**config.mk**
```make
export PLATFORM = sky130hd
export DESIGN_NAME = psev_outq
export DESIGN_NICKNAME = d
export VERILOG_FILES = /design/src/hdl/psev_pkg.sv /design/src/hdl/psev_outq.sv
export SDC_FILE = /design/constraint.sdc
export NUM_CORES = 1
export LEC_CHECK = 0
export BUFFER_PORTS_ARGS = -buffer_cell sky130_fd_sc_hd__buf_2
export CAP_MARGIN = 20
export CORE_MARGIN = 4
export CORE_UTILIZATION = 47
export CTS_CLUSTER_DIAMETER = 60
export CTS_CLUSTER_SIZE = 40
export DETAILED_ROUTE_END_ITERATION = 7
export HOLD_SLACK_MARGIN = 0.03
export PLACE_DENSITY = 0.76
export REMOVE_ABC_BUFFERS = 1
export SYNTH_ARGS = -nofsm -noshare
export SYNTH_HDL_FRONTEND = slang
export SYNTH_SLANG_ARGS = --single-unit
```
**constraint.sdc**
```tcl
create_clock -name i_clk -period 3.4 [get_ports i_clk]
set_clock_uncertainty 0.05 [all_clocks]
set_input_delay 0.17 -clock i_clk [delete_from_list [all_inputs] [get_ports i_clk]]
set_output_delay 0.17 -clock i_clk [all_outputs]
set_load 0.02 [all_outputs]
```
**src/hdl/psev_pkg.sv**
```systemverilog
// shared types and constants of the postfix stack evaluator
// no dependencies; used by every module under hdl

package psev_pkg;

    localparam int STACK_DEPTH = 16;
    localparam int NUM_VARS    = 16;

    localparam int DATA_W  = 64;
    localparam int HALF_W  = DATA_W / 2;
    localparam int WIDTH_W = 7;
    localparam int SP_W    = $clog2(STACK_DEPTH + 1);
    localparam int VAR_AW  = (NUM_VARS > 1) ? $clog2(NUM_VARS) : 1;

    localparam logic [WIDTH_W-1:0] WIDTH_RESET = WIDTH_W'(DATA_W);

    typedef enum logic [3:0] {
        OP_LOAD  = 4'd0,
        OP_PUSHC = 4'd1,
        OP_PUSHV = 4'd2,
        OP_NOT   = 4'd3,
        OP_NEG   = 4'd4,
        OP_SHR   = 4'd5,
        OP_ADD   = 4'd6,
        OP_MUL   = 4'd7,
        OP_AND   = 4'd8,
        OP_OR    = 4'd9,
        OP_XOR   = 4'd10
    } t_op;

    typedef enum logic [1:0] {
        ST_OK    = 2'd0,
        ST_UNDER = 2'd1,
        ST_OVER  = 2'd2
    } t_status;

    // what a stack cell loads at the next edge
    typedef enum logic [1:0] {
        CELL_HOLD  = 2'd0,
        CELL_ABOVE = 2'd1,
        CELL_BELOW = 2'd2
    } t_cell_cmd;

    typedef struct packed {
        logic              start;
        logic              last;
        t_status           err;
        logic [DATA_W-1:0] a;
        logic [DATA_W-1:0] b;
        logic [DATA_W-1:0] mask;
    } t_mul_req;

    typedef struct packed {
        logic              valid;
        logic              last;
        t_status           err;
        logic [DATA_W-1:0] prod;
    } t_mul_rsp;

    typedef struct packed {
        logic [DATA_W-1:0] result;
        t_status           status;
    } t_res;

endpackage

```
**src/hdl/psev_outq.sv**
```systemverilog
// two-entry result queue: output register plus skid entry
// depends on psev_pkg

module psev_outq (
    input  logic           i_clk,
    input  logic           i_rst_n,
    input  logic           i_push,
    input  psev_pkg::t_res i_res,
    output logic           o_full,
    output logic           o_out_valid,
    input  logic           i_out_stall,
    output psev_pkg::t_res o_res
);

    logic           r_out_valid;
    logic           r_skd_valid;
    psev_pkg::t_res r_out;
    psev_pkg::t_res r_skd;

    logic           n_out_valid;
    logic           n_skd_valid;
    psev_pkg::t_res n_out;
    psev_pkg::t_res n_skd;
    logic           out_free;

    always_comb begin
        out_free    = !r_out_valid || !i_out_stall;
        n_out_valid = r_out_valid;
        n_skd_valid = r_skd_valid;
        n_out       = r_out;
        n_skd       = r_skd;
        if (out_free) begin
            if (r_skd_valid) begin
                n_out       = r_skd;
                n_out_valid = 1'b1;
                n_skd       = i_res;
                n_skd_valid = i_push;
            end else begin
                n_out       = i_res;
                n_out_valid = i_push;
            end
        end else if (i_push) begin
            n_skd       = i_res;
            n_skd_valid = 1'b1;
        end
    end

    always_ff @(posedge i_clk) begin
        if (!i_rst_n) begin
            r_out_valid <= 1'b0;
            r_skd_valid <= 1'b0;
        end else begin
            r_out_valid <= n_out_valid;
            r_skd_valid <= n_skd_valid;
        end
    end

    always_ff @(posedge i_clk) begin
        r_out <= n_out;
        r_skd <= n_skd;
    end

    assign o_full      = r_skd_valid;
    assign o_out_valid = r_out_valid;
    assign o_res       = r_out;

endmodule
```
Word level (Yosys, flattened, before mapping)

Index checks and enable logic that the tools add are counted.
W data, S select, Z words.

Multiplexer cells: 8
Eq/ne operators: 1
Reduce and logical (&&, ||, !) cells: 5

Operators by type and width:

| operator             | number |
|---|---|
| $mux W66             | 4 |
| $mux W1              | 4 |
| $logic_not A1 Y1     | 2 |
| $ne A2 B2 Y1 const B | 1 |
| $reduce_and A2 Y1    | 1 |
| $reduce_bool A2 Y1   | 1 |
| $logic_or A1 B1 Y1   | 1 |

Output and inout bits: 68
Register bits after elaboration: 134
Word-level logic and storage cells: 20
Input port bits: 70

Logic depth before layout (Yosys ltp)

Gate-level depths: netlist of run 1.

Depth after elaboration: 4
Gate-level depth with buffers: 4
Gate-level depth less buffers: 2

Least setup slack after synthesis of run 1

OpenSTA, ideal clock, no wires.

Path kind: register to register
Start: register r_out_valid (netlist: o_out_valid)
End: register r_skd[0] (netlist name), enable pin
Stages on the path, launching flop included: 3
Data required time: 2.955 ns
Library setup time: 0.395 ns
Path buffers: 0
Arrival: 3.046 ns
Setup slack: -0.091 ns
Period minus slack after synthesis: 3.491 ns
Path through: dfxtp_1 -> nand2_1 -> mux2_2

Cells in the longest elaborated chain, start to end: 4
Elaborated cells on any way between the ends: 5
Those cells by class: eq/ne (1); reduce/logical (4)

Ends and longest elaborated chain:

| element                                                                    | line            | text |
|---|---|---|
| start, declared                                                            | psev_outq.sv:15 | `logic r_out_valid;` |
| start signal, assigned                                                     | psev_outq.sv:53 | `r_out_valid <= n_out_valid;` |
| $logic_not A1 Y1 *                                                         | psev_outq.sv:27 | `out_free = !r_out_valid \|\| !i_out_stall;` |
| $logic_or A1 B1 Y1 *                                                       | psev_outq.sv:27 |  |
| named net out_free                                                         | psev_outq.sv:24 | `logic out_free;` |
| $ne A2 B2 Y1 (no source line) / $reduce_bool A2 Y1 (equally long branches) | n/a             |  |
| $reduce_and A2 Y1 (no source line) *                                       | n/a             |  |
| end signal, assigned                                                       | psev_outq.sv:60 | `r_skd <= n_skd;` |
| end, declared                                                              | psev_outq.sv:18 | `psev_pkg::t_res r_skd;` |

Mark *: on every way through the listed nets, which the timed path passes. The rest lies on a longest branch.
A chain may end at the register's enable or synchronous reset.

Worst setup path in the final report of run 1

Start: register r_skd_valid (netlist: o_full)
End: output o_full

RTL lines:

| element                | line            | text |
|---|---|---|
| start, declared        | psev_outq.sv:16 | `logic r_skd_valid;` |
| start signal, assigned | psev_outq.sv:54 | `r_skd_valid <= n_skd_valid;` |
| end, declared          | psev_outq.sv:9  | `output logic o_full,` |

No word-level cell between the ends.

==> results of run 1 <==
## metrics by stage
| stage | setup TNS [ns] | total power [mW] | setup WS (ns) | util (%) | instance area (µm²) |
|---|---|---|---|---|---|
| after floorplan | -77.53 | 2.21 | -1.15 | - | 5050 |
| after global placement | 0 | 2.33 | 1.55 | 54.9 | 5950 |
| after detailed placement | 0 | 2.35 | 1.51 | 54.9 | 5950 |
| after CTS | 0 | 4.25 | 1.20 | 66.9 | 7250 |
| after global routing | 0 | 4.37 | 1.13 | 66.9 | 7250 |
| final | 0 | 4.20 | 1.27 | 66.9 | 7250 |
## layout make-up
type                    count  share of cell area, %
multi-input cells          73                   14.6
clock buffers              18                   5.76
repair buffers            210                   19.4
well taps                 140                   2.42
clock inverters            14                   2.54
flip-flops and latches    134                   55.3
## per-layer routing
layer / global-route usage (%) / up-vias / routed length, µm
li1: - / 1305 / -
met1: 18.7 / 1336 / 3860
met2: 25.3 / 100 / 4750
met3: 6.04 / 19 / 707
met4: 5.53 / 0 / 168
met5: 0 / - / 0
## cell usage after synthesis
| master | count | area (µm²) |
|---|---|---|
| nor2_1 | 1 | 3.75 |
| nand2_1 | 2 | 7.51 |
| o211ai_2 | 1 | 12.5 |
| a21boi_1 | 1 | 7.51 |
| mux2_4 | 66 | 991 |
| dfxtp_1 | 2 | 40.0 |
| buf_6 | 1 | 11.3 |
| edfxtp_1 | 132 | 3960 |
| mux2_2 | 1 | 11.3 |
| a21boi_2 | 1 | 11.3 |
| buf_12 | 7 | 140 |
## path summary, 6_finish.rpt
path                            startpoint        end  slack, ns  cells past startpoint
worst min-delay path             i_res[37]  r_skd[37]       0.34                      2
worst max register to register      o_full     o_full       1.28                      4
worst min register to register   r_skd[54]  o_res[54]       0.50                      1
worst max-delay path                o_full     o_full       1.27                      2
## cells by family (layout without fill, tap and decap cells)
family | after synthesis | after routing | share of synthesized area (%)
flip-flops | 134 | 134 | 77.0
multiplexers | 67 | 67 | 19.3
buffers and inverters | 8 | 242 | 2.91
AO/OA/AOI/OAI | 3 | 3 | 0.602
AND/OR/NAND/NOR | 3 | 3 | 0.217
## worst max-delay path, stage by stage (launching register included)
cell     delay (ns)
dfxtp_4        0.58
buf_4          0.54
buf_2          0.27
## power breakdown
| part | internal (mW) | total, mW | switching (mW) |
|---|---|---|---|
| logic | 0.202 | 0.406 | 0.204 |
| registers | 1.93 | 1.96 | 0.0297 |
| clock network | 1.18 | 1.83 | 0.648 |
## registers in the layout, summed over array words and instances (netlist names)
register,cells
o_full,1
o_out_valid,1
o_res,66
r_skd,66
==> run_results.csv, run 1 <==
group,metric,value,unit
cts,clk_latency,0.50,ns
finish,final_common_cell,"buf_2",
logic_synthesis,synth_area,5200,µm²
floorplan,row_count,38,
floorplan,dieArea,12800,µm²
route,drtIter0Drc,90,
finish,final_cell_mix,"137 x buf_2, 132 x edfxtp_1, 70 x dlygate4sd3_1",
finish,stdcell_count,589,
run_status,status,"finished clean",
floorplan,num_io_pins,138,
route,ant_nets,0,
place,place.gp.congestion,0.709,
grt,antenna_found_initial,0,
worst_setup_path,cp_max_fo,31,
route,drt_pass1_iterations,4,
floorplan,initial_core_util,48.0,%
finish,final_nets,506,
route,wirelength,9490,µm
place,numPortBuffers,137,
grt,overflow,0,
finish,fill_cells,725,
timing,max_freq,469,MHz
worst_setup_path,cp-start-kind,"register",
route,via_count,2760,
cts,cts_setup_buffers,0,
place,place_inst,487,
timing,maxSlewHeadroom,40.8,%
finish,drive_gt1_share,53.5,%
grt,grt_pass1_wl,15000,µm
grt,grt_pass1_vias,2923,
floorplan,die_y,113,µm
power,irDropWorstVdd,0.000351,V
cts,cts_buffers,17,
worst_setup_path,critical_path_required,3.18,ns
logic_synthesis,syn_inst,215,
floorplan,core_area,10800,µm²
timing,setup_viol,0,
logic_synthesis,yosys_warnings,0,
grt,grt.total_usage,15.4,%
route,post-route-drc-count,0,
timing,final.min_clock_period,2.13,ns
logic_synthesis,synth_area_per_cell,24.2,µm²
worst_setup_path,end_kind,"output pin",
timing,hold_ws,0.342,ns
cts,clockBufferDepth,2,
timing,maxSlewViolCount,0,
finish,area_growth,39.4,%
cts,cts_max_level,4,
cts,cts_tree,"built",
worst_hold_path,hold_path_class,"input port to register",
worst_setup_path,worstSetupPathType,"register to output pin",
timing,report.final.hold_viol_count,0,
finish,diodes,0,
grt,grt_max_degree,68,
cts,root_buffer,"clkbuf_8",
finish,multi_input_area,1060,µm²
place,dpl.hpwl,5830,µm
timing,rsz0062_at_grt,"false",
logic_synthesis,ys_ff_latch,134,
route,post_drt_wl_per_cell,16.1,µm
cts,clkSinkCount,134,
worst_setup_path,cp.arrival,1.91,ns
power,leakage,2.93,nW
power,powerDensity,580,nW/µm²
floorplan,die_x,113,µm
cts,cts.hold.buffers_added,70,
cts,cts.clk_slew.worst_paths,0.06,ns
cts,cts_resized,0,
timing,tightest_slew,0.888,ns
logic_synthesis,synth_cell_type_count,11,
route,vias_per_cell,4.69,
logic_synthesis,ys_seq_area_share,77.0,%
timing,finalCritPeriodShare,62.7,%
flow_run,maxCapViolations,0,
finish,regArea,4010,µm²
Note: power is estimated with default switching activity, not from simulation.
==> inputs of run 2 (changes only) <==
--- a/config.mk
+++ b/config.mk
@@ -5,10 +5,11 @@
 export SDC_FILE = /design/constraint.sdc
 export NUM_CORES = 1
 export LEC_CHECK = 0
+export ABC_AREA = 1
 export BUFFER_PORTS_ARGS = -buffer_cell sky130_fd_sc_hd__buf_2
 export CAP_MARGIN = 20
 export CORE_MARGIN = 4
-export CORE_UTILIZATION = 47
+export CORE_UTILIZATION = 46
 export CTS_CLUSTER_DIAMETER = 60
 export CTS_CLUSTER_SIZE = 40
 export DETAILED_ROUTE_END_ITERATION = 7
==> constraint.sdc (replaced) <==
create_clock -name i_clk -period 1.7 [get_ports i_clk]
set_clock_uncertainty 0.05 [all_clocks]
set_input_delay 0.085 -clock i_clk [delete_from_list [all_inputs] [get_ports i_clk]]
set_output_delay 0.085 -clock i_clk [all_outputs]
set_load 0.02 [all_outputs]
==> run 2 against run 1 <==
Net effect:
- clock power up 110%
- core utilization rose by 1.4 points
- critical path type is now input port to register
- sequential share of layout area rose by 1.3 points
- largest cell class unchanged
- routed wire length increased by 13%
- critical endpoint is now o_out_valid
- highest routed layer unchanged
==> run_results.csv, run 2 <==
group,metric,value,unit
timing,setup_ws,0.0843,ns
logic_synthesis,yosys_warnings,0,
run_status,status,"finished clean",
route,wirelength,10700,µm
cts,cts_tree,"built",
floorplan,num_io_pins,138,
finish,final_cell_mix,"203 x nand2_1, 137 x buf_2, 132 x edfxtp_1",
power,leakage,3.09,nW
flow_run,maxCapViolations,0,
timing,report.final.hold_viol_count,0,
logic_synthesis,ys_seq_area_share,81.6,%
timing,hold_ws,0.250,ns
grt,grt_pass1_vias,3549,
floorplan,die_y,111,µm
finish,stdcell_count,726,
place,place_inst,623,
cts,cts_buffers,17,
logic_synthesis,synth_enable_flop_cells,132,
cts,clockBufferDepth,2,
worst_setup_path,r2r_cells,4,
floorplan,row_count,37,
worst_hold_path,hold_path_class,"input port to register",
logic_synthesis,synth_area,4910,µm²
worst_setup_path,cp-start-kind,"input port",
finish,fill_cells,736,
worst_setup_path,end_kind,"register",
logic_synthesis,syn_inst,359,
logic_synthesis,synth.most_common_cell,"nand2_1",
finish,regArea,4010,µm²
route,drtIter0Drc,186,
route,post_drt_wl_per_cell,14.7,µm
logic_synthesis,synth_area_per_cell,13.7,µm²
floorplan,dieArea,12400,µm²
cts,clk_latency,0.51,ns
timing,tightest_slew,0.667,ns
worst_setup_path,cp_max_fo,3,
worst_setup_path,cp_num_cells,6,
worst_setup_path,worstSetupPathType,"input port to register",
cts,cts.clk_slew.worst_paths,0.06,ns
power,powerDensity,1230,nW/µm²
worst_setup_path,crit_path_frequent_cell,"dlygate4sd3_1",
finish,drive_gt1_share,29.7,%
timing,final.min_clock_period,1.62,ns
timing,maxSlewHeadroom,55.5,%
finish,final_nets,647,
timing,finalSetupTns,0,ns
finish,final_common_cell,"nand2_1",
worst_setup_path,slowest_stage,"dlygate4sd3_1",
timing,rsz0062_at_grt,"false",
worst_setup_path,crit_chain,"dlygate4sd3_1 > buf_2 > nand2_1 > dlygate4sd3_1 > nand2_1 > dlygate4sd3_1",
cts,root_buffer,"clkbuf_8",
worst_setup_path,worstReg2RegStart,"o_full",
logic_synthesis,ys_ff_latch,134,
finish,area_growth,44.4,%
place,place.gp.congestion,0.762,
place,dpl.hpwl,6080,µm
logic_synthesis,synth_cell_type_count,11,
timing,setup_viol,0,
logic_synthesis,synthFlopType,"edfxtp_1",
route,via_count,3377,
cts,cts_setup_buffers,0,
logic_synthesis,synth_common_cells,"204 x nand2_1, 132 x edfxtp_1, 9 x buf_2, 5 x buf_6",
cts,cts_max_level,4,
place,dpl_cell_area,5740,µm²
worst_setup_path,max_stage_delay,0.54,ns
route,drt_pass1_iterations,5,
route,ant_nets,0,
grt,antenna_found_initial,0,
grt,grt_max_degree,69,
floorplan,core_area,10400,µm²
cts,clkSinkCount,134,
worst_setup_path,r2r_slack,0.31,ns
timing,finalCritPeriodShare,95.0,%
logic_synthesis,netlist.area_leader.share,80.8,%
worst_setup_path,rr_endpoint,"o_res[19]",
power,total_power,8.69,mW
route,vias_per_cell,4.65,
grt,grt.total_usage,17.9,%
place,numPortBuffers,137,
finish,diodes,0,
logic_synthesis,yosysTopAreaCell,"edfxtp_1",
logic_synthesis,async_flop_share,0,%
timing,max_freq,619,MHz
grt,grt_pass1_wl,17100,µm
timing,maxSlewViolCount,0,
finish,fin_area,7080,µm²
worst_setup_path,startpoint,"i_push",
worst_setup_path,timing.critical_path.buf_inv,4,
finish,multi_input_area,797,µm²
finish,final_core_util,68.3,%
worst_setup_path,cp.arrival,1.96,ns
grt,overflow,0,
worst_setup_path,critical_path_required,2.04,ns
place,dp_slack,0.371,ns
worst_setup_path,path_delay_family,"buffers and inverters",
floorplan,die_x,111,µm
power,irDropWorstVdd,0.000574,V
worst_setup_path,crit_path_end,"o_out_valid",
logic_synthesis,ys_top_cells_by_area,"edfxtp_1 81%, nand2_1 16%, buf_6 1.1%, buf_2 0.92%, dfxtp_1 0.82%",
floorplan,initial_core_util,47.3,%
route,post-route-drc-count,0,
run 2: cell types whose count changed in the layout (fill, tap and decap cells not counted), sizes merged:
cell / before / now
dlygate4sd3: 70 / 71
inv: 0 / 3
clkinv: 8 / 7
clkbuf: 18 / 17
a21boi: 2 / 0
buf: 140 / 143
bufinv: 4 / 5
o21a: 0 / 1
clkinvlp: 2 / 3
nand3: 0 / 1
nand2: 2 / 204
o211ai: 1 / 0
mux2: 67 / 0
run 2: worst reg2reg max path: stages (launching register included):
cell     delay, ns
dfxtp_2       0.33
inv_2         0.05
buf_4         0.54
nand2_1       0.17
nand2_1       0.10
run 2: worst min-delay path by stage:
| stage | startpoint | end | depth (start not counted) |
|---|---|---|---|
| after CTS | i_res[39] | r_skd[39] | 2 |
| after global routing | i_res[9] | r_skd[9] | 2 |
| final | i_res[55] | r_skd[55] | 2 |
| after detailed placement | i_res[6] | r_skd[6] | 1 |
| after floorplan | i_res[0] | r_skd[0] | 0 |
| after global placement | i_res[65] | r_skd[65] | 1 |
run 2: final cells by class:
cell class,count,area share (%)
clock inverter,15,2.97
clock buffer,17,5.85
sequential,134,56.6
timing repair buffer,214,20.8
inverter,3,0.159
multi-input combinational,207,11.3
tap,136,2.40
run 2: power breakdown:
group,total (mW),internal (mW),switching (mW),leakage [nW]
Combinational,0.859,0.339,0.520,1.48
Sequential,4.01,3.94,0.0712,1.32
Clock,3.82,2.51,1.32,0.294
Total,8.69,6.78,1.91,3.09
run 2: metal layers:
layer / wire length, µm / vias up / GRT usage [%] / share of wire [%]
li1: - / 1658 / - / -
met1: 4240 / 1560 / 20.4 / 40
met2: 5480 / 141 / 30.9 / 51
met3: 786 / 18 / 6.17 / 7.4
met4: 181 / 0 / 7.22 / 1.7
met5: 0 / - / 0 / 0
run 2: timing repair:
| action | in CTS | in global routing |
|---|---|---|
| setup endpoints to repair | 1 | 1 |
| gates resized for setup | 1 | 2 |
| hold endpoints to repair | 136 | 0 |
| hold buffers | 71 | 0 |
| gates cloned | 0 | 0 |
run 2: kinds of logic (layout without fill, tap and decap cells):
family          Yosys count  count (layout)  synth area share (%)
flops                   134             134                  81.6
compound gates            1               1                 0.153
simple gates            206             206                  15.8
buf+inv                  18             249                  2.45
