`config.mk`:
```
export PLATFORM = sky130hd
export DESIGN_NAME = psev_cell
export DESIGN_NICKNAME = d
export VERILOG_FILES = /design/src/hdl/psev_pkg.sv /design/src/hdl/psev_cell.sv
export SDC_FILE = /design/constraint.sdc
export NUM_CORES = 1
export LEC_CHECK = 0
export ABC_AREA = 1
export BUFFER_PORTS_ARGS = -buffer_cell sky130_fd_sc_hd__buf_2
export CAP_MARGIN = 40
export CORE_ASPECT_RATIO = 1.2
export CORE_MARGIN = 8
export CORE_UTILIZATION = 37
export DETAILED_ROUTE_END_ITERATION = 10
export GPL_TIMING_DRIVEN = 0
export PLACE_DENSITY = 0.87
export SLEW_MARGIN = 5
export SYNTH_ARGS = -nofsm -noshare
export SYNTH_HDL_FRONTEND = slang
export SYNTH_SLANG_ARGS = --single-unit
```
`constraint.sdc`:
```
create_clock -name i_clk -period 2.6 [get_ports i_clk]
set_clock_uncertainty 0.1 [all_clocks]
set_input_delay 0.52 -clock i_clk [delete_from_list [all_inputs] [get_ports i_clk]]
set_output_delay 0.52 -clock i_clk [all_outputs]
set_load 0.005 [all_outputs]
```
`src/hdl/psev_pkg.sv`:
```
// shared types and constants of the postfix stack evaluator
// no dependencies; used by every module under hdl

package psev_pkg;

    localparam int STACK_DEPTH = 16;
    localparam int NUM_VARS    = 16;

    localparam int DATA_W  = 64;
    localparam int HALF_W  = DATA_W / 2;
    localparam int WIDTH_W = 7;
    localparam int SP_W    = $clog2(STACK_DEPTH + 1);
    localparam int VAR_AW  = (NUM_VARS > 1) ? $clog2(NUM_VARS) : 1;

    localparam logic [WIDTH_W-1:0] WIDTH_RESET = WIDTH_W'(DATA_W);

    typedef enum logic [3:0] {
        OP_LOAD  = 4'd0,
        OP_PUSHC = 4'd1,
        OP_PUSHV = 4'd2,
        OP_NOT   = 4'd3,
        OP_NEG   = 4'd4,
        OP_SHR   = 4'd5,
        OP_ADD   = 4'd6,
        OP_MUL   = 4'd7,
        OP_AND   = 4'd8,
        OP_OR    = 4'd9,
        OP_XOR   = 4'd10
    } t_op;

    typedef enum logic [1:0] {
        ST_OK    = 2'd0,
        ST_UNDER = 2'd1,
        ST_OVER  = 2'd2
    } t_status;

    // what a stack cell loads at the next edge
    typedef enum logic [1:0] {
        CELL_HOLD  = 2'd0,
        CELL_ABOVE = 2'd1,
        CELL_BELOW = 2'd2
    } t_cell_cmd;

    typedef struct packed {
        logic              start;
        logic              last;
        t_status           err;
        logic [DATA_W-1:0] a;
        logic [DATA_W-1:0] b;
        logic [DATA_W-1:0] mask;
    } t_mul_req;

    typedef struct packed {
        logic              valid;
        logic              last;
        t_status           err;
        logic [DATA_W-1:0] prod;
    } t_mul_rsp;

    typedef struct packed {
        logic [DATA_W-1:0] result;
        t_status           status;
    } t_res;

endpackage

```
`src/hdl/psev_cell.sv`:
```
// one entry of the shift-register value stack
// depends on psev_pkg

module psev_cell (
    input  logic                        i_clk,
    input  psev_pkg::t_cell_cmd         i_cmd,
    input  logic [psev_pkg::DATA_W-1:0] i_above,
    input  logic [psev_pkg::DATA_W-1:0] i_below,
    output logic [psev_pkg::DATA_W-1:0] o_q
);

    logic [psev_pkg::DATA_W-1:0] r_q;
    logic [psev_pkg::DATA_W-1:0] n_q;

    always_comb begin
        unique case (i_cmd)
            psev_pkg::CELL_ABOVE: n_q = i_above;
            psev_pkg::CELL_BELOW: n_q = i_below;
            psev_pkg::CELL_HOLD:  n_q = r_q;
            default:              n_q = r_q;
        endcase
    end

    always_ff @(posedge i_clk) begin
        r_q <= n_q;
    end

    assign o_q = r_q;

endmodule

```
; Word-level counts from Yosys, hierarchy flattened
; Cells that the tools add are included.
[op_classes]
n_addsub = 0
mul = 0
div = 0
order_cmp = 0
n_eq_ne = 2
shifts = 0
n_mux = 1
bitwise = 0
reduce_logical = 1
[ops]
columns = operator, count
row1 = 64-bit one-hot mux with 2 select lines, 1
row2 = "2-bit by 1-bit equality test with 1-bit output, second input constant", 1
row3 = "2-bit equality test, second input constant", 1
row4 = 2-bit nonzero test, 1
[word_totals]
ff_bits = 64
latch_bits = 0
mem_bits_rw = 0
romBits = 0
inputBits = 131
output_inout_bits = 64
wordCells = 5
mem_count = 0

; Depth between registers and ports, before layout
; Gate-level depths: netlist (run 1).
[logic_depth]
ltp_word = 2
ltp_mapped = 6

; Worst setup path before layout (run 1)
; Ideal clock, no wire load.
[synth_timing]
path_type = input to register
from = input i_cmd[0]
to = register r_q, in the netlist o_q[0], enable pin
arrival_ps = 2075
t_required_ps = 2082
path_slack_ps = 7
cell_stages = 3
path_buffers = 0
path_cell_list = inv_1 ha_1 inv_1
[synth_between]
elab_chain_len = 2
elab_cells_between_ends = 3
[synth_rtl]
columns = element, line
row1 = from (decl), psev_cell.sv:6  ; input psev_pkg::t_cell_cmd i_cmd,
row2 = 2-bit equality test / 2-bit by 1-bit equality test with 1-bit output (equally long branches), psev_cell.sv:16  ; unique case (i_cmd)
row3 = 2-bit nonzero test (no line) (*), n/a
row4 = to (signal assigned), psev_cell.sv:25  ; r_q <= n_q;
row5 = to (decl), psev_cell.sv:12  ; logic [psev_pkg::DATA_W-1:0] r_q;
; Every way passes the cells marked *; elsewhere a longest branch is shown, timed or not.
; A chain may end at the register's enable or synchronous reset.

; Worst setup path in the final report (run 1)
[layout_timing]
from = input i_cmd[0]
to = register r_q, in the netlist o_q[31], enable pin
; Same word-level chain as after synthesis.

==> flow_metrics.tcl, run 1 <==
set metrics [dict create \
    status "completed" \
    viasPerCell 4.455 \
    pwr-share-clk_pct 31.3 \
    ys_seq_area_share_pct 68.97 \
    postCtsSetupBuffers 0 \
    p_int_mw 1.969 \
    comb_power_share_pct 17.2 \
    syn_inst 273 \
    grt_pass1_wl_um 13280 \
    clkTransAtPathRegs_ns 0.08 \
    crit_end "o_q[31]" \
    seq_power_share_pct 51.5 \
    dr.pass1.iters 4 \
    grt_max_degree 34 \
    critical-path-top-delay-family "buffers and inverters" \
    maxCapViolCount 0 \
    endpoint_kind "flip-flop" \
    cts_sinks 64 \
    drive_above_1_share_pct 46.28 \
    synth-edff-count 64 \
    cp.required_ns 2.53 \
    peakVddDrop_v 0.0003852 \
    grt_usage_pct 16.31 \
    rsz0062_at_grt "false" \
    ant_nets 0 \
    drc_errors 0 \
    yosys_warnings 0 \
    synth_commonest_cells "nand2_1, edfxtp_1, buf_2, clkbuf_8, inv_1" \
    slew_viol_final 0 \
    synth_cell_types 8 \
    period_share_pct 70.38 \
    max_stage_delay_ns 0.53 \
    die_w_um 95.22 \
    hp-class "in2reg" \
    p_per_area_nw_per_um2 642.9 \
    cts_tree "done" \
    synth_seq_cells 64 \
    wl_um 8573 \
    hold_ws_ns 0.3450 \
    post_cts_resized 0 \
    n_antenna_cell 0 \
    yosysMostFrequentCell "nand2_1" \
    synth_fp_nets 405 \
    vias 2557 \
    start_kind "primary input" \
    power_mw 2.622 \
    critPathLaunch "i_cmd[0]" \
    sw_frac_of_total_pct 24.90 \
    synthFlopType "edfxtp_1" \
    tns_ns 0 \
    yosysTopAreaCell "edfxtp_1" \
    routedWlPerCell_um 14.94 \
    pin_count 195 \
    hold_viol_final 0 \
    fmax_mhz 546.5 \
    gp_congestion 0.7842 \
    drtIter0Drc 97 \
    gr-total-overflow 0 \
    largest_register_ffs 64 \
    crit_chain "buf_2, inv_1, ha_1, inv_2, buf_12" \
    fin_crit_ns 1.830 \
    setup_viol 0 \
    grt_pass1_vias 2780 \
    power.switching_mw 0.6529 \
    die_y_um 111.1 \
    worstPathArrival_ns 1.75 \
    nets 611 \
    area_growth_pct 46.34 \
    async_flop_share_pct 0 \
    hpwl_um 6866 \
    cp_max_fo 33 \
    numCtsBuffers 9 \
    avgSynthCellArea_um2 10.21 \
    cts-htree-levels 3 \
    die_area_um2 10580 \
    worstSetupPathDepth 5 \
    io_buffer_count 194 \
    coreArea_um2 7274 \
    crit_slowest_cell "inv_2" \
    antenna_found_initial 0 \
    slew_headroom_pct 51.84 \
    p_leak_nw 2.133 \
    initial_core_util_pct 38.30 \
    dp.cells 558 \
    critical_path_class "in2reg" \
    syn-cell-area_um2 2786 \
    root_buffer "clkbuf_8" \
    instances_no_fill 574 \
    worst_slew_pin_slew_ns 0.7213 \
    netlist.area_leader.share_pct 68.97 \
    synth_area_leaders "edfxtp_1, nand2_1, clkbuf_8" \
    postCtsHoldBufs 0 \
    row_count 34 \
    clk_path_buf_depth 2 \
    worstPathBufferInverterCount 4 \
]
==> through the flow <==
step	util [%]	area (um2)	setup slack (ns)
after floorplan	-	2786	0.006770
after global placement	53.20	3870	-0.5031
after detailed placement	53.47	3890	0.3986
after CTS	56.05	4078	0.7586
after global routing	56.05	4078	0.6975
final	56.05	4078	0.7701
==> cells in the final DEF, fill, tap and decap left out, drive strengths merged <==
master    Yosys  layout
edfxtp       64      64
nand2       192     192
ha            1       1
clkinvlp      0       1
clkbuf        6      16
bufinv        0       1
clkinv        0       4
inv           3       3
buf           7     202
==> layout make-up <==
cell class              count  area (um2)
plain buffers              13       120.1
clock buffers              10       127.6
clock inverters             6       60.06
fillers                   648        3197
inverters                   3       11.26
multi-input cells         193       733.2
flip-flops and latches     64        1922
well taps                  90       112.6
repair buffers            195       991.0
==> cells by family (layout without fill, tap and decap cells) <==
logic type	count (synthesis)	count (layout)	synth area share, %
fa+ha+maj	1	1	0.4490
simple gates	192	192	25.86
buf+inv	16	227	4.715
flops	64	64	68.97
==> power by group through the flow <==
stage,Clock [mW],Combinational (mW),Sequential [mW]
final,0.820,0.452,1.35
after detailed placement,0,0.461,1.37
after CTS,0.842,0.462,1.35
after global routing,0.884,0.501,1.36
after global placement,0,0.439,1.37
after floorplan,0,0.131,1.40
==> how the worst min path moves through the flow <==
| stage | depth (start not counted) | end | from |
|---|---|---|---|
| finish | 3 | o_q[41] | i_above[41] |
| global route | 3 | o_q[28] | i_above[28] |
| CTS | 3 | o_q[14] | i_above[14] |
| detailed placement | 3 | o_q[14] | i_above[14] |
| global placement | 3 | o_q[33] | i_above[33] |
| floorplan | 2 | o_q[0] | i_above[0] |
==> layer usage <==
metal | vias up | track usage (%) | routed length, um
li1 | 1285 | - | -
met1 | 1130 | 16.55 | 3075
met2 | 125 | 28.29 | 4411
met3 | 17 | 6.098 | 875
met4 | 0 | 7.620 | 210
met5 | - | 0 | 0
(Power assumes the default switching activity.)
==> run 2, diff against run 1 <==
==> constraint.sdc (replaced) <==
create_clock -name i_clk -period 1.5 [get_ports i_clk]
set_clock_uncertainty 0.1 [all_clocks]
set_input_delay 0.3 -clock i_clk [delete_from_list [all_inputs] [get_ports i_clk]]
set_output_delay 0.3 -clock i_clk [all_outputs]
set_load 0.005 [all_outputs]
==> run 2 against run 1 <==
Net effect:
- flip-flop and latch count stayed put
- clock power is 66% higher
- via count fell by 1.1%
- power is 72% higher
- non-clock buffer count is 1 higher
- routed wire length increased by 2.1%
- sequential share of layout area is 0.32 points lower
- first-iteration DRC count shrank 23%
- sequential power increased by 73%
- count of clock-buffer cells in the layout did not move
- largest cell class unchanged
==> flow_metrics.tcl, run 2 (synthesized netlist as in run 1, its figures left out) <==
set metrics [dict create \
    grt_usage_pct 16.43 \
    setup_viol 0 \
    sw_frac_of_total_pct 24.42 \
    ant_nets 0 \
    endpoint_kind "output pin" \
    finish.utilization_pct 56.43 \
    gp_congestion 0.7320 \
    postCtsHoldBufs 0 \
    status "completed" \
    cts_sinks 64 \
    worstPathArrival_ns 0.86 \
    seq_power_share_pct 51.9 \
    period_share_pct 84.24 \
    peakVddDrop_v 0.0005691 \
    cts-htree-levels 3 \
    power_mw 4.511 \
    place_area_um2 3914 \
    area_growth_pct 47.33 \
    layout_common_cells "buf_2, nand2_1, edfxtp_1" \
    p_leak_nw 2.134 \
    drtIter0Drc 75 \
    die_area_um2 10580 \
    hp-class "in2reg" \
    p_per_area_nw_per_um2 1099 \
    clkTransAtPathRegs_ns 0.07 \
    coreArea_um2 7274 \
    numCtsBuffers 9 \
    grt_pass1_wl_um 13350 \
    critical-path-top-delay-family "flip-flops" \
    pin_count 195 \
    dp.cells 558 \
    hold_viol_final 0 \
    wl_um 8750 \
    dr.pass1.iters 4 \
    gr-total-overflow 0 \
    routedWlPerCell_um 15.22 \
    grt_pass1_vias 2782 \
    maxCapViolCount 0 \
    crit_slowest_cell "edfxtp_1" \
    nets 613 \
    cp_max_fo 1 \
    initial_core_util_pct 38.30 \
    hpwl_um 6946 \
    row_count 34 \
    worst_slew_pin_slew_ns 0.3393 \
    worstPathBufferInverterCount 1 \
    drive_above_1_share_pct 46.80 \
    p_int_mw 3.409 \
    fmax_mhz 791.4 \
    max_stage_delay_ns 0.40 \
    pwr-share-clk_pct 30.2 \
    final_area_um2 4105 \
    instances_no_fill 575 \
    die_y_um 111.1 \
    viasPerCell 4.397 \
    cp.required_ns 1.10 \
    clk_path_buf_depth 2 \
    root_buffer "clkbuf_8" \
    cts_tree "done" \
    slew_headroom_pct 77.33 \
    die_w_um 95.22 \
    largest_register_ffs 64 \
    start_kind "flip-flop" \
    antenna_found_initial 0 \
    rsz0062_at_grt "false" \
    n_antenna_cell 0 \
    power.switching_mw 1.102 \
    io_buffer_count 194 \
    hold_ws_ns 0.1312 \
    layout_commonest_cell "buf_2" \
    critical_path_class "reg2out" \
    vias 2528 \
    drc_errors 0 \
    comb_power_share_pct 17.9 \
    fin_crit_ns 1.264 \
    grt_max_degree 36 \
    slew_viol_final 0 \
    crit_chain "buf_2" \
]
## run 2: worst paths after layout
| kind | from | end | slack (ns) | cells past startpoint |
|---|---|---|---|---|
| max | o_q[10] | o_q[10] | 0.24 | 1 |
| min | i_above[58] | o_q[58] | 0.13 | 3 |
## run 2: routing by layer
| metal | GRT usage (%) | routed length [um] | up-vias |
|---|---|---|---|
| li1 | - | - | 1288 |
| met1 | 16.88 | 3167 | 1105 |
| met2 | 28.33 | 4483 | 121 |
| met3 | 7.588 | 951 | 14 |
| met4 | 5.324 | 146 | 0 |
| met5 | 0 | 0 | - |
## run 2: power groups by stage
| stage | clock (mW) | sequential [mW] | combinational, mW |
|---|---|---|---|
| finish | 1.36 | 2.34 | 0.807 |
| global route | 1.48 | 2.37 | 0.891 |
| CTS | 1.41 | 2.34 | 0.817 |
| detailed placement | 0 | 2.38 | 0.808 |
| global placement | 0 | 2.37 | 0.774 |
| floorplan | 0 | 2.43 | 0.234 |
## run 2: repair_timing
item,CTS,global route
setup endpoints to repair,35,14
gates resized for setup,1,0
setup buffers,0,1
pin swaps,0,0
cloned,1,0
## run 2: final cells by class
type	count	area [um2]
Sequential cell	64	1922
Timing Repair Buffer	196	998.5
Fill cell	645	3169
Timing Repair inverter	1	7.507
Clock buffer	10	127.6
Tap cell	90	112.6
Buffer	13	120.1
Clock inverter	5	48.80
Multi-Input combinational cell	193	745.7
Inverter	3	22.52
## run 2: metrics by stage
step	setup TNS, ns	setup WS [ns]
CTS	0	0.04889
global route	0	0.1834
global placement	-63.06	-0.9867
finish	0	0.2364
detailed placement	-30.50	-0.5821
floorplan	-29.69	-0.4640
==> run 3, diff against run 2 <==
--- a/config.mk
+++ b/config.mk
@@ -5,12 +5,12 @@
 export SDC_FILE = /design/constraint.sdc
 export NUM_CORES = 1
 export LEC_CHECK = 0
-export ABC_AREA = 1
+export ABC_AREA = 0
 export BUFFER_PORTS_ARGS = -buffer_cell sky130_fd_sc_hd__buf_2
 export CAP_MARGIN = 40
 export CORE_ASPECT_RATIO = 1.2
 export CORE_MARGIN = 8
-export CORE_UTILIZATION = 37
+export CORE_UTILIZATION = 38
 export DETAILED_ROUTE_END_ITERATION = 10
 export GPL_TIMING_DRIVEN = 0
 export PLACE_DENSITY = 0.87
==> constraint.sdc (replaced) <==
create_clock -name i_clk -period 1.1 [get_ports i_clk]
set_clock_uncertainty 0.1 [all_clocks]
set_input_delay 0.22 -clock i_clk [delete_from_list [all_inputs] [get_ports i_clk]]
set_output_delay 0.22 -clock i_clk [all_outputs]
set_load 0.005 [all_outputs]
==> run 3 against run 2 <==
Net effect:
- the run now ends with setup timing left
- combinational power grew 71%
- global-route usage fell by 1.6 points
- power is 48% higher
- die area increased by 4.6%
- cell count down 21%
- clock power grew 54%
- critical path type is now in2reg
- cell area up 14%
- non-clock buffer count increased by 7
- synthesized cell count shrank 49%
==> flow_metrics.tcl, run 3 <==
set metrics [dict create \
    status "complete, but fails checks" \
    violations "setup timing" \
    slew_viol_final 0 \
    dr.pass1.iters 4 \
    synth_seq_cells 64 \
    ant_nets 0 \
    largest_register_ffs 64 \
    grt_pass1_vias 2440 \
    viasPerCell 4.633 \
    grt_max_degree 38 \
    n_antenna_cell 0 \
    synth-edff-count 64 \
    worstPathArrival_ns 1.20 \
    numCtsBuffers 9 \
    drive_above_1_share_pct 81.54 \
    hold_viol_final 0 \
    synth_commonest_cells "edfxtp_1, mux2_4, buf_12" \
    root_buffer "clkbuf_8" \
    row_count 35 \
    max_stage_delay_ns 0.29 \
    grt_usage_pct 14.83 \
    hp-class "in2reg" \
    worst_slew_pin_slew_ns 0.3311 \
    endpoint_kind "flip-flop" \
    die_y_um 113.6 \
    yosysTopAreaCell "edfxtp_1" \
    cts-htree-levels 3 \
    clkTransAtPathRegs_ns 0.07 \
    sw_frac_of_total_pct 22.16 \
    initial_core_util_pct 39.17 \
    crit_chain "buf_8, clkinv_8, ha_4, buf_16, buf_12, buf_12, mux2_4" \
    clk_path_buf_depth 2 \
    netlist.area_leader.share_pct 63.66 \
    slew_headroom_pct 77.88 \
    seq_power_share_pct 47.8 \
    vias 2108 \
    pwr-share-clk_pct 31.5 \
    die_area_um2 11070 \
    yosysMostFrequentCell "edfxtp_1" \
    yosys_warnings 0 \
    synth_cell_types 7 \
    drtIter0Drc 77 \
    cp.required_ns 1.09 \
    maxCapViolCount 0 \
    syn-cell-area_um2 3019 \
    die_w_um 97.37 \
    critical_path_class "in2reg" \
    postCtsHoldBufs 0 \
    antenna_found_initial 0 \
    synth_area_leaders "edfxtp_1, mux2_4, buf_12" \
    tns_ns -6.709 \
    grt_pass1_wl_um 12720 \
    cts_tree "done" \
    critical-path-top-delay-family "buffers and inverters" \
    avgSynthCellArea_um2 21.88 \
    rsz0062_at_grt "true" \
    fin_crit_ns 1.209 \
    pin_count 195 \
    synth_fp_nets 270 \
    layout_commonest_cell "buf_2" \
    comb_power_share_pct 20.7 \
    crit_top_cell "buf_12" \
    start_kind "primary input" \
    fmax_mhz 827.3 \
    wl_um 8533 \
    synthFlopType "edfxtp_1" \
    cp_max_fo 5 \
    routedWlPerCell_um 18.75 \
    p_int_mw 5.180 \
    syn_inst 138 \
    coreArea_um2 7707 \
    nets 491 \
    hpwl_um 6482 \
    ys_seq_area_share_pct 63.66 \
    p_leak_nw 2.197 \
    io_buffer_count 194 \
    area_growth_pct 55.53 \
    p_per_area_nw_per_um2 1417 \
    period_share_pct 109.9 \
    setup_viol 125 \
    peakVddDrop_v 0.001081 \
    power_mw 6.655 \
    setup_slack_ns -0.1087 \
    async_flop_share_pct 0 \
    cts_sinks 64 \
    drc_errors 0 \
    gr-total-overflow 0 \
    layout_common_cells "buf_2, mux2_4, edfxtp_1" \
    gp_congestion 0.7258 \
    power.switching_mw 1.475 \
    worstPathBufferInverterCount 5 \
    crit_slowest_cell "mux2_4" \
]
[run 3: changes by cell type after synthesis, sizes merged]
cell,before,now
inv,3,2
clkbuf,6,0
nand2,192,0
mux2,0,64
[run 3: repair_timing]
item | CTS | global route
hold endpoints to repair | 0 | 0
resized for setup | 10 | 1
setup buffers | 6 | 1
endpoints found under the setup margin | 188 | 121
pin swaps | 1 | 1
cloned | 4 | 5
[run 3: final cells by class]
class | count | area [um2]
buffer | 7 | 140.1
clock buffer | 10 | 127.6
clock inverter | 5 | 72.57
fill | 610 | 3012
inverter | 2 | 23.77
multi-input combinational | 65 | 985.9
sequential | 64 | 1922
tap | 92 | 115.1
timing repair buffer | 209 | 1301
timing repair inverter | 1 | 7.507
[run 3: logic make-up (layout without fill, tap and decap cells)]
| family | Yosys count | in the layout | share of synthesized area (%) |
|---|---|---|---|
| fa+ha+maj | 1 | 1 | 0.4144 |
| buf+inv | 9 | 234 | 4.600 |
| mux | 64 | 64 | 31.33 |
| flops | 64 | 64 | 63.66 |
[run 3: power groups by stage]
stage	combinational, mW	sequential (mW)	clock [mW]
after floorplan	0.488	3.30	0
after global placement	1.20	3.23	0
after detailed placement	1.25	3.24	0
after CTS	1.34	3.19	2.17
after global routing	1.48	3.21	2.28
final	1.38	3.18	2.10
[run 3: stage by stage]
stage	setup WS (ns)	std cells	hold WS [ns]	utilization (%)	cell area, um2
4_1_cts	-0.1163	450	0.05915	59.12	4557
3_3_place_gp	-1.290	424	0.4201	53.88	4153
2_1_floorplan	-0.7840	138	0.3375	-	3067
6_report	-0.1087	455	0.07310	60.93	4696
3_5_place_dp	-0.8595	425	0.4234	54.14	4173
5_1_grt	-0.1324	455	0.05220	60.93	4696
[run 3: worst paths after layout]
kind | start | slack [ns] | cells past startpoint | end
max | i_cmd[0] | -0.11 | 7 | o_q[18]
min | i_above[6] | 0.07 | 2 | o_q[6]
[run 3: routing by layer]
layer,vias up,track usage (%),wire length (um)
li1,985,-,-
met5,-,0,0
met1,1005,14.32,3007
met4,0,7.996,180
met2,105,26.54,4692
met3,13,5.865,652
